## src/hw/rtl/lcm_pkg.sv

```systemverilog
// Package for the least-common-multiple unit.
// Holds the transaction payload types, the sequencer state type and sizing constants.
// No dependencies.
package lcm_pkg;

    // Operand range and field widths
    localparam int unsigned OperandWidth  = 17;
    localparam int unsigned MultipleWidth = 32;
    localparam int unsigned ShiftWidth    = 5;
    localparam logic [OperandWidth-1:0] MaxValue = 17'd65536;

    // Restoring divider runs one step per quotient bit
    localparam logic [ShiftWidth-1:0] DivSteps = 5'(OperandWidth);

    typedef struct packed {
        logic [OperandWidth-1:0] left_value;
        logic [OperandWidth-1:0] right_value;
    } t_lcm_req;

    typedef struct packed {
        logic [MultipleWidth-1:0] multiple;
        logic                     range_error;
    } t_lcm_rsp;

    typedef enum logic [2:0] {
        ST_IDLE,
        ST_GCD,
        ST_DIV,
        ST_MUL,
        ST_DONE
    } t_lcm_state;

endpackage

```

## src/hw/rtl/lcm_req_if.sv

```systemverilog
// Valid/ready channel carrying one operand pair per transaction.
// Depends on lcm_pkg for the payload type.
interface lcm_req_if import lcm_pkg::*; ();
    logic     valid;
    logic     ready;
    t_lcm_req data;

    modport source (output valid, output data, input ready);
    modport sink   (input valid, input data, output ready);
endinterface

```

## src/hw/rtl/lcm_rsp_if.sv

```systemverilog
// Valid/ready channel carrying one LCM result per transaction.
// Depends on lcm_pkg for the payload type.
interface lcm_rsp_if import lcm_pkg::*; ();
    logic     valid;
    logic     ready;
    t_lcm_rsp data;

    modport source (output valid, output data, input ready);
    modport sink   (input valid, input data, output ready);
endinterface

```

## src/hw/rtl/lcm_by_prime_factors_unit.sv

```systemverilog
// Least common multiple of two 17-bit operands, computed iteratively.
// Depends on lcm_pkg, lcm_req_if and lcm_rsp_if.
//
// Usage:
//   i_req carries an operand pair (left_value, right_value), o_rsp carries
//   the result (multiple, range_error). A transaction moves on a rising
//   edge of i_clk with valid and ready both high.
//   The unit works on one pair at a time: i_req.ready is high only while
//   the sequencer is idle. Work runs as a binary GCD (one shift, subtract
//   or swap per cycle on a shared 17-bit subtractor), then a restoring
//   division left/gcd on the same subtractor, then a 17x17 multiply.
//   An operand that is zero or above 65536 skips the arithmetic: the
//   result (0, error set) goes straight to the final state and from
//   there into the output register.
//   The result sits in an output register. If the receiver stalls, the
//   register holds it and the unit still takes the next pair; that pair
//   waits in its final state until the register frees.
//   Reset (i_rst_n low, synchronous) returns the sequencer to idle and
//   empties the output register.
module lcm_by_prime_factors_unit
    import lcm_pkg::*;
(
    input  logic          i_clk,
    input  logic          i_rst_n,
    lcm_req_if.sink       i_req,
    lcm_rsp_if.source     o_rsp
);

    t_lcm_state r_state, n_state;

    logic [OperandWidth-1:0]  r_left;
    logic [OperandWidth-1:0]  r_right;
    logic [OperandWidth-1:0]  r_a;     // GCD operand a, divider remainder
    logic [OperandWidth-1:0]  r_b;     // GCD operand b, divider quotient
    logic [OperandWidth-1:0]  r_g;
    logic [ShiftWidth-1:0]    r_k;
    logic [ShiftWidth-1:0]    r_cnt;
    logic [MultipleWidth-1:0] r_mult;
    logic                     r_err;

    logic                     r_out_valid;
    t_lcm_rsp                 r_out;

    logic                     req_fire;
    logic                     req_bad;
    logic                     load_out;

    logic [OperandWidth-1:0]  div_trial;
    logic [OperandWidth-1:0]  sub_a;
    logic [OperandWidth-1:0]  sub_b;
    logic [OperandWidth:0]    diff;
    logic                     borrow;
    logic                     equal;
    logic [2*OperandWidth-1:0] product;

    // Input checks
    assign req_fire = i_req.valid && i_req.ready;
    assign req_bad  = (i_req.data.left_value == '0) || (i_req.data.right_value == '0) ||
                      (i_req.data.left_value > MaxValue) ||
                      (i_req.data.right_value > MaxValue);

    // Shared subtractor: GCD a-b, or divider trial remainder minus gcd
    assign div_trial = {r_a[OperandWidth-2:0], r_b[OperandWidth-1]};
    always_comb begin
        if (r_state == ST_DIV) begin
            sub_a = div_trial;
            sub_b = r_g;
        end else begin
            sub_a = r_a;
            sub_b = r_b;
        end
    end
    assign diff    = {1'b0, sub_a} - {1'b0, sub_b};
    assign borrow  = diff[OperandWidth];
    assign equal   = (diff == '0);
    assign product = r_b * r_right;

    assign load_out = (r_state == ST_DONE) && (!r_out_valid || o_rsp.ready);

    // Next state
    always_comb begin
        n_state = r_state;
        unique case (r_state)
            ST_IDLE: begin
                if (req_fire) n_state = req_bad ? ST_DONE : ST_GCD;
            end
            ST_GCD: begin
                if (equal) n_state = ST_DIV;
            end
            ST_DIV: begin
                if (r_cnt == 5'd1) n_state = ST_MUL;
            end
            ST_MUL: begin
                n_state = ST_DONE;
            end
            ST_DONE: begin
                if (load_out) n_state = ST_IDLE;
            end
            default: begin
                n_state = ST_IDLE;
            end
        endcase
    end

    // Handshake outputs
    always_comb begin
        i_req.ready = (r_state == ST_IDLE);
        o_rsp.valid = r_out_valid;
        o_rsp.data  = r_out;
    end

    always_ff @(posedge i_clk) begin
        if (!i_rst_n) begin
            r_state <= ST_IDLE;
        end else begin
            r_state <= n_state;
        end
    end

    // Datapath
    always_ff @(posedge i_clk) begin
        unique case (r_state)
            ST_IDLE: begin
                if (req_fire) begin
                    r_left  <= i_req.data.left_value;
                    r_right <= i_req.data.right_value;
                    r_a     <= i_req.data.left_value;
                    r_b     <= i_req.data.right_value;
                    r_k     <= '0;
                    r_err   <= req_bad;
                    r_mult  <= '0;
                end
            end
            ST_GCD: begin
                priority if (equal) begin
                    // gcd found: restore common powers of two, start divider
                    r_g   <= r_a << r_k;
                    r_a   <= '0;
                    r_b   <= r_left;
                    r_cnt <= DivSteps;
                end else if (!r_a[0] && !r_b[0]) begin
                    r_a <= r_a >> 1;
                    r_b <= r_b >> 1;
                    r_k <= r_k + 5'd1;
                end else if (!r_a[0]) begin
                    r_a <= r_a >> 1;
                end else if (!r_b[0]) begin
                    r_b <= r_b >> 1;
                end else if (!borrow) begin
                    r_a <= diff[OperandWidth-1:0];
                end else begin
                    // keep a as the larger one
                    r_a <= r_b;
                    r_b <= r_a;
                end
            end
            ST_DIV: begin
                // one quotient bit per cycle
                r_a   <= borrow ? div_trial : diff[OperandWidth-1:0];
                r_b   <= {r_b[OperandWidth-2:0], ~borrow};
                r_cnt <= r_cnt - 5'd1;
            end
            ST_MUL: begin
                r_mult <= product[MultipleWidth-1:0];
            end
            ST_DONE: begin
            end
            default: begin
            end
        endcase
    end

    // Output register
    always_ff @(posedge i_clk) begin
        if (!i_rst_n) begin
            r_out_valid <= 1'b0;
        end else if (load_out) begin
            r_out_valid <= 1'b1;
        end else if (o_rsp.ready) begin
            r_out_valid <= 1'b0;
        end
    end

    always_ff @(posedge i_clk) begin
        if (load_out) begin
            r_out.multiple    <= r_mult;
            r_out.range_error <= r_err;
        end
    end

`ifndef SYNTHESIS
    // An error result never carries a value
    assert property (@(posedge i_clk) disable iff (!i_rst_n)
        (r_out_valid && r_out.range_error) |-> (r_out.multiple == '0))
        else $error("error result with nonzero multiple");

    // GCD operands never reach zero
    assert property (@(posedge i_clk) disable iff (!i_rst_n)
        (r_state == ST_GCD) |-> ((r_a != '0) && (r_b != '0)))
        else $error("zero operand inside GCD loop");

    // The output register is never overwritten while a result is stalled
    assert property (@(posedge i_clk) disable iff (!i_rst_n)
        (load_out && r_out_valid) |-> o_rsp.ready)
        else $error("output register overwritten while stalled");

    // An accepted transaction always moves to the GCD loop, or to the final state for a bad operand
    assert property (@(posedge i_clk) disable iff (!i_rst_n)
        req_fire |=> (r_state == ST_GCD || r_state == ST_DONE))
        else $error("accepted transaction not started");
`endif

endmodule
```

## src/flat_wrapper.sv

```systemverilog
// flat-port wrapper written by rule: the top's interface ports become plain ports
module lcm_by_prime_factors_unit_flat import lcm_pkg::*;
  (i_clk, i_rst_n, i_req_valid, i_req_data, i_req_ready, o_rsp_valid, o_rsp_data, o_rsp_ready);
  lcm_req_if i_req_i ();
  lcm_rsp_if o_rsp_i ();
  input  logic i_clk;
  input  logic i_rst_n;
  input wire logic [$bits(i_req_i.valid)-1:0] i_req_valid;
  input wire logic [$bits(i_req_i.data)-1:0] i_req_data;
  output wire logic [$bits(i_req_i.ready)-1:0] i_req_ready;
  output wire logic [$bits(o_rsp_i.valid)-1:0] o_rsp_valid;
  output wire logic [$bits(o_rsp_i.data)-1:0] o_rsp_data;
  input wire logic [$bits(o_rsp_i.ready)-1:0] o_rsp_ready;
  assign i_req_i.valid = i_req_valid;
  assign i_req_i.data = i_req_data;
  assign i_req_ready = i_req_i.ready;
  assign o_rsp_valid = o_rsp_i.valid;
  assign o_rsp_data = o_rsp_i.data;
  assign o_rsp_i.ready = o_rsp_ready;
  lcm_by_prime_factors_unit u_core (.i_clk(i_clk), .i_rst_n(i_rst_n), .i_req(i_req_i), .o_rsp(o_rsp_i));
endmodule
```

## config.mk

```make
export PLATFORM = sky130hd
export DESIGN_NAME = lcm_by_prime_factors_unit_flat
export DESIGN_NICKNAME = d
export VERILOG_FILES = /design/src/hw/rtl/lcm_pkg.sv /design/src/hw/rtl/lcm_req_if.sv /design/src/hw/rtl/lcm_rsp_if.sv /design/src/hw/rtl/lcm_by_prime_factors_unit.sv /design/src/flat_wrapper.sv
export SDC_FILE = /design/constraint.sdc
export NUM_CORES = 1
export LEC_CHECK = 0
export ABC_CLOCK_PERIOD_IN_PS = 20300
export BUFFER_PORTS_ARGS = -buffer_cell sky130_fd_sc_hd__buf_2
export CAP_MARGIN = 20
export CORE_UTILIZATION = 55
export DETAILED_ROUTE_END_ITERATION = 8
export GPL_TIMING_DRIVEN = 0
export PLACE_DENSITY = 0.78
export SETUP_SLACK_MARGIN = 0.05
export SLEW_MARGIN = 20
export SYNTH_ARGS = -nofsm -noshare
export SYNTH_HDL_FRONTEND = slang
export SYNTH_SLANG_ARGS = --single-unit
```

## constraint.sdc

```tcl
create_clock -name i_clk -period 20.3 [get_ports i_clk]
set_clock_uncertainty 0.05 [all_clocks]
set_input_delay 4.06 -clock i_clk [delete_from_list [all_inputs] [get_ports i_clk]]
set_output_delay 4.06 -clock i_clk [all_outputs]
set_load 0.03 [all_outputs]
```

Word level (Yosys, flattened, before mapping)
Cells that the tools add are included.
{"block": "totals", "register_bits": 165, "word_cells": 99, "input_bits": 38, "out_inout_bits": 35}
{"block": "op_classes", "order_cmp": 2, "n_mux": 33, "n_eq_ne": 14, "add_sub_neg": 3, "mul": 1, "n_reduce_logical": 29, "bitwise_logic": 1, "shifts": 1}
{"op": "$mux 17", "n": 15}
{"op": "$pmux 17 s3", "n": 2}
{"op": "$pmux 32 s2", "n": 1}
{"op": "$gt 17x17->1 const B", "n": 2}
{"op": "$logic_not 17->1", "n": 2}
{"op": "$mul 17x17->32", "n": 1}
{"op": "$mux 32", "n": 1}
{"op": "$mux 5", "n": 4}
{"op": "$pmux 5 s2", "n": 2}
{"op": "$logic_not 18->1", "n": 1}
{"op": "$sub 17x17->18", "n": 1}
{"op": "$shl 17x5->17", "n": 1}
{"op": "$mux 3", "n": 5}
{"op": "$pmux 3 s5", "n": 1}
{"op": "$reduce_and 4->1", "n": 3}
{"op": "$ne 5x5->1 const B", "n": 2}
{"op": "$reduce_and 2->1", "n": 5}
{"op": "$reduce_bool 2->1", "n": 4}
{"op": "$eq 3x2->1 const B", "n": 2}
{"op": "$ne 2x1->1 const B", "n": 3}
{"op": "$ne 2x2->1 const B", "n": 3}
{"op": "$reduce_and 3->1", "n": 2}
{"op": "$add 5x1->5 const B", "n": 1}
{"op": "$eq 5x1->1 const B", "n": 1}
{"op": "other kinds (11)", "n": 19}

Longest topological paths before layout
{"block": "logic_depth", "word_depth": 9, "mapped_depth": 26, "depth_no_buf": 23}

Least setup slack after synthesis
No wires, ideal clock.
{"block": "synth_timing", "path_kind": "register -> register", "startpoint": "register u_core.r_b[7]", "endpoint": "register u_core.r_mult[30] (data pin)", "arrival_time_ns": 6.168, "slack_ns": 13.816, "required_ns": 19.984, "synth_period_minus_slack_ns": 6.484, "setup_ns": 0.266, "path_buffers": 3, "stages_incl_launch_ff": 26, "path_cell_list": "edfxtp_1 -> clkbuf_1 -> clkbuf_1 -> nand2_1 -> fa_1 -> inv_1 -> fa_1 -> inv_1 -> fa_1 -> inv_1 -> fa_1 -> fa_1 -> inv_1 -> fa_1 -> inv_1 -> ha_1 -> clkbuf_1 -> nand3_1 -> a21oi_1 -> o311ai_0 -> a21oi_1 -> a211o_1 -> o211a_1 -> o31ai_1 -> xor2_1 -> nor2_1"}
{"block": "synth_via", "elab_chain_cells": 2}
{"item": "start, declared", "line_no": "lcm_by_prime_factors_unit.sv:34", "rtl": "logic [OperandWidth-1:0] r_b;"}
{"item": "start signal, assigned", "line_no": "lcm_by_prime_factors_unit.sv:128", "rtl": "r_b <= i_req.data.right_value;"}
{"item": "start signal, assigned", "line_no": "lcm_by_prime_factors_unit.sv:139", "rtl": "r_b <= r_left;"}
{"item": "start signal, assigned", "line_no": "lcm_by_prime_factors_unit.sv:143", "rtl": "r_b <= r_b >> 1;"}
{"item": "$mul 17x17->32", "line_no": "lcm_by_prime_factors_unit.sv:76", "rtl": "assign product = r_b * r_right;"}
{"item": "$pmux 32 s2", "line_no": "lcm_by_prime_factors_unit.sv:122", "rtl": "unique case (r_state)"}
{"item": "end signal, assigned", "line_no": "lcm_by_prime_factors_unit.sv:164", "rtl": "r_mult <= product[MultipleWidth-1:0];"}
{"item": "end, declared", "line_no": "lcm_by_prime_factors_unit.sv:38", "rtl": "logic [MultipleWidth-1:0] r_mult;"}
Every way passes these cells.
A chain may end at the register's enable or synchronous reset.

Worst setup path in the final report
{"block": "layout_timing", "startpoint": "register u_core.r_b[9]", "endpoint": "register u_core.r_mult[30] (data pin)"}
Same word-level chain as after synthesis.

==> results.txt <==
outcome: completed
row count: 67
die width: 186 um
Post-Syn Area per Cell: 9.46 sq um
Yosys cell types: 80
GR Util met1: 41.6%
starting density of the core: 55.8%
most used routing layer: met2
ANT cells: 0
TNS Setup: 0 ns
routed wire length per instance: 21.5 um
fraction of registers with async set/reset: 0%
met3 Track Usage GR: 6.79%
final worst slack: 12.30 ns
GR Layer Usage met2: 50.7%
Tcrit/Tclk final: 39.4%
area share of the largest cell type after synthesis: 25.8%
Critical Path Slowest Stage Cell: clkbuf_1
number of max-cap violations: 0
largest net degree at the start of global routing: 36
Top FF cell, synth: edfxtp_1
Starting DRT DRC Count: 1659
die height: 186 um
layout cells sized above 1: 7.34%
drt pass-1 iters: 6
Reg clk slew, reported paths: 0.07 ns
IO Port Bufs: 72
max_slew headroom: 25.5%
worst-skew pair later-pin latency: 0.47 ns
Num Clock Sinks: 165
grt total ovfl: 0
Crit Path Class: flip-flop to flip-flop
Core ar.: 33500 sq um
Worst Hold Class: flip-flop to flip-flop
RSZ-0062 raised after global routing: false
vias: 15100
final number of max-transition violations: 0
Critical Path RT: 20.45 ns
placed cells: 2500
final number of hold-violating endpoints: 0
Hold Buf Count CTS: 0
top post-synthesis cells by count: inv_1, nand2_1, fa_1
most common cell in the synthesized netlist: inv_1
Fmax achieved: 125 MHz
Yosys reg bits: 165
root buf cell: clkbuf_16
pre-CTS setup slack: 12.50 ns
GP Congestion: 0.954
Final Core Density: 60.5%
Antenna Nets Post-Route: 0
Syn-to-layout area delta: 8.44%
All-Layer GR Usage: 31.9%
H-Tree Depth: 4
wirelength, routed: 54.5 mm
mapped cell area: 18700 sq um
Startpoint Class: flip-flop
Syn Nets: 2357
synth warn: 0
CTS tree: done
vias per inst: 5.97
WP data arrival: 8.15 ns
first-pass GRT wire length: 84.3 mm
most used cell, CP: fa_1
CP max stage delay: 0.72 ns
largest area contributor in the netlist: edfxtp_1
fin cells: 2532
Post-synth EDFFs: 161
FF-to-FF setup slack: 12.30 ns
vias in the first global route: 15100
Final #Nets: 2450
initial antenna violation count: 1
register area share after synthesis: 26.3%
critical path, cell by cell: clkbuf_1 -> clkbuf_1 -> nand2_1 -> fa_1 -> fa_1 -> fa_1 -> fa_1 -> inv_1 -> fa_1 -> inv_1 -> fa_1 -> inv_1 -> ha_1 -> and2_1 -> a311oi_1 -> a211oi_1 -> a211o_1 -> o211a_1 -> o31ai_1 -> xor2_1 -> nor2_1
number of buffers created by CTS: 17
Die ar.: 34800 sq um
post-CTS setup repair buffer count: 0
Setup crit end kind: flip-flop
CP Max Fanout: 10
minimum clock period: 8.00 ns
Ports: 73
hpwl dp: 42.5 mm
Gate Count Post-Synth: 1978
worst-margin pin slew: 1.11 ns
Clock Path Buffers: 2
synth top area cells: edfxtp_1, fa_1, ha_1, inv_1, nand2_1
# DRC: 0
Post-CTS Resized: 0
final setup vio count: 0
[routing by layer]
| layer | up-vias | wire length, um | share of wire (%) |
|---|---|---|---|
| met1 | 7383 | 20800 | 38 |
| met3 | 178 | 5830 | 11 |
| met4 | 2 | 2770 | 5.1 |
| met5 | - | 13 | 0.024 |
| li1 | 6673 | - | - |
| met2 | 878 | 25100 | 46 |
[cell usage in the layout (no fill, tap or decap), types with 12 or more instances in the layout]
cell,n
inv_1,308
nand2_1,257
fa_1,224
edfxtp_1,161
and2_1,148
ha_1,117
nor2_1,116
clkbuf_1,95
a21oi_1,90
buf_2,78
mux2i_1,72
o21ai_0,40
a211oi_1,24
nor3_1,21
xnor2_1,20
a21o_1,17
clkbuf_16,17
xor2_1,16
nand3_1,14
nor4_1,14
nand2b_1,12
[final timing paths]
| path | from | end | depth (start not counted) |
|---|---|---|---|
| setup / recovery | u_core.r_b[9] | u_core.r_mult[30] | 21 |
| hold / removal | u_core.r_mult[16] | u_core.o_rsp.data[17] | 0 |
| setup reg to reg | u_core.r_b[9] | u_core.r_mult[30] | 21 |
| hold reg to reg | u_core.r_mult[16] | u_core.o_rsp.data[17] | 0 |
[sequential cells by signal, summed over array words and instances (netlist names)]
| register | cells |
|---|---|
| u_core.o_rsp.data | 33 |
| u_core.r_mult | 32 |
| u_core.r_a | 17 |
| u_core.r_b | 17 |
| u_core.r_g | 17 |
| u_core.r_left | 17 |
| u_core.r_right | 17 |
| u_core.r_cnt | 5 |
| u_core.r_k | 5 |
| u_core.r_state | 3 |
| u_core.o_rsp.valid | 1 |
| u_core.r_err | 1 |
[per-stage QoR]
| stage | instance area, sq um | hold slack, ns |
|---|---|---|
| 6_report | 20300 | 0.368 |
| 5_1_grt | 20300 | 0.373 |
| 4_1_cts | 20300 | 0.369 |
| 3_3_place_gp | 19600 | 0.352 |
| 2_1_floorplan | 18700 | 0.350 |
| 3_5_place_dp | 19700 | 0.355 |
[cell families (layout without fill, tap and decap cells)]
family | Yosys count | count (layout) | synth area share (%)
fa+ha+maj | 341 | 341 | 31.8
simple gates | 642 | 642 | 16.4
compound gates | 294 | 294 | 11.0
xor+xnor | 36 | 36 | 1.68
flops | 165 | 165 | 26.3
mux | 77 | 77 | 4.27
buf+inv | 423 | 529 | 8.60
[critical path: cells and delay by family (launching register included)]
family / cells / cell delay [ns]
AO/OA/AOI/OAI: 5 / 1.83
XOR/XNOR: 1 / 0.21
adder cells (fa/ha/maj): 7 / 3.37
buffers and inverters: 5 / 1.46
flip-flops: 1 / 0.40
AND/OR/NAND/NOR: 3 / 0.40
[cell type report]
class                           instances  area (sq um)
Buffer                                113           447
Clock buffer                           17           425
Clock inverter                         15           188
Fill cell                            2842         13200
Inverter                              310          1160
Multi-Input combinational cell       1390         12200
Sequential cell                       165          4910
Tap cell                              448           561
Timing Repair Buffer                   74           392
Power is left out: the tool's default activity adds up to more than one toggle a clock period on the data nets, which glitch-free logic cannot reach.
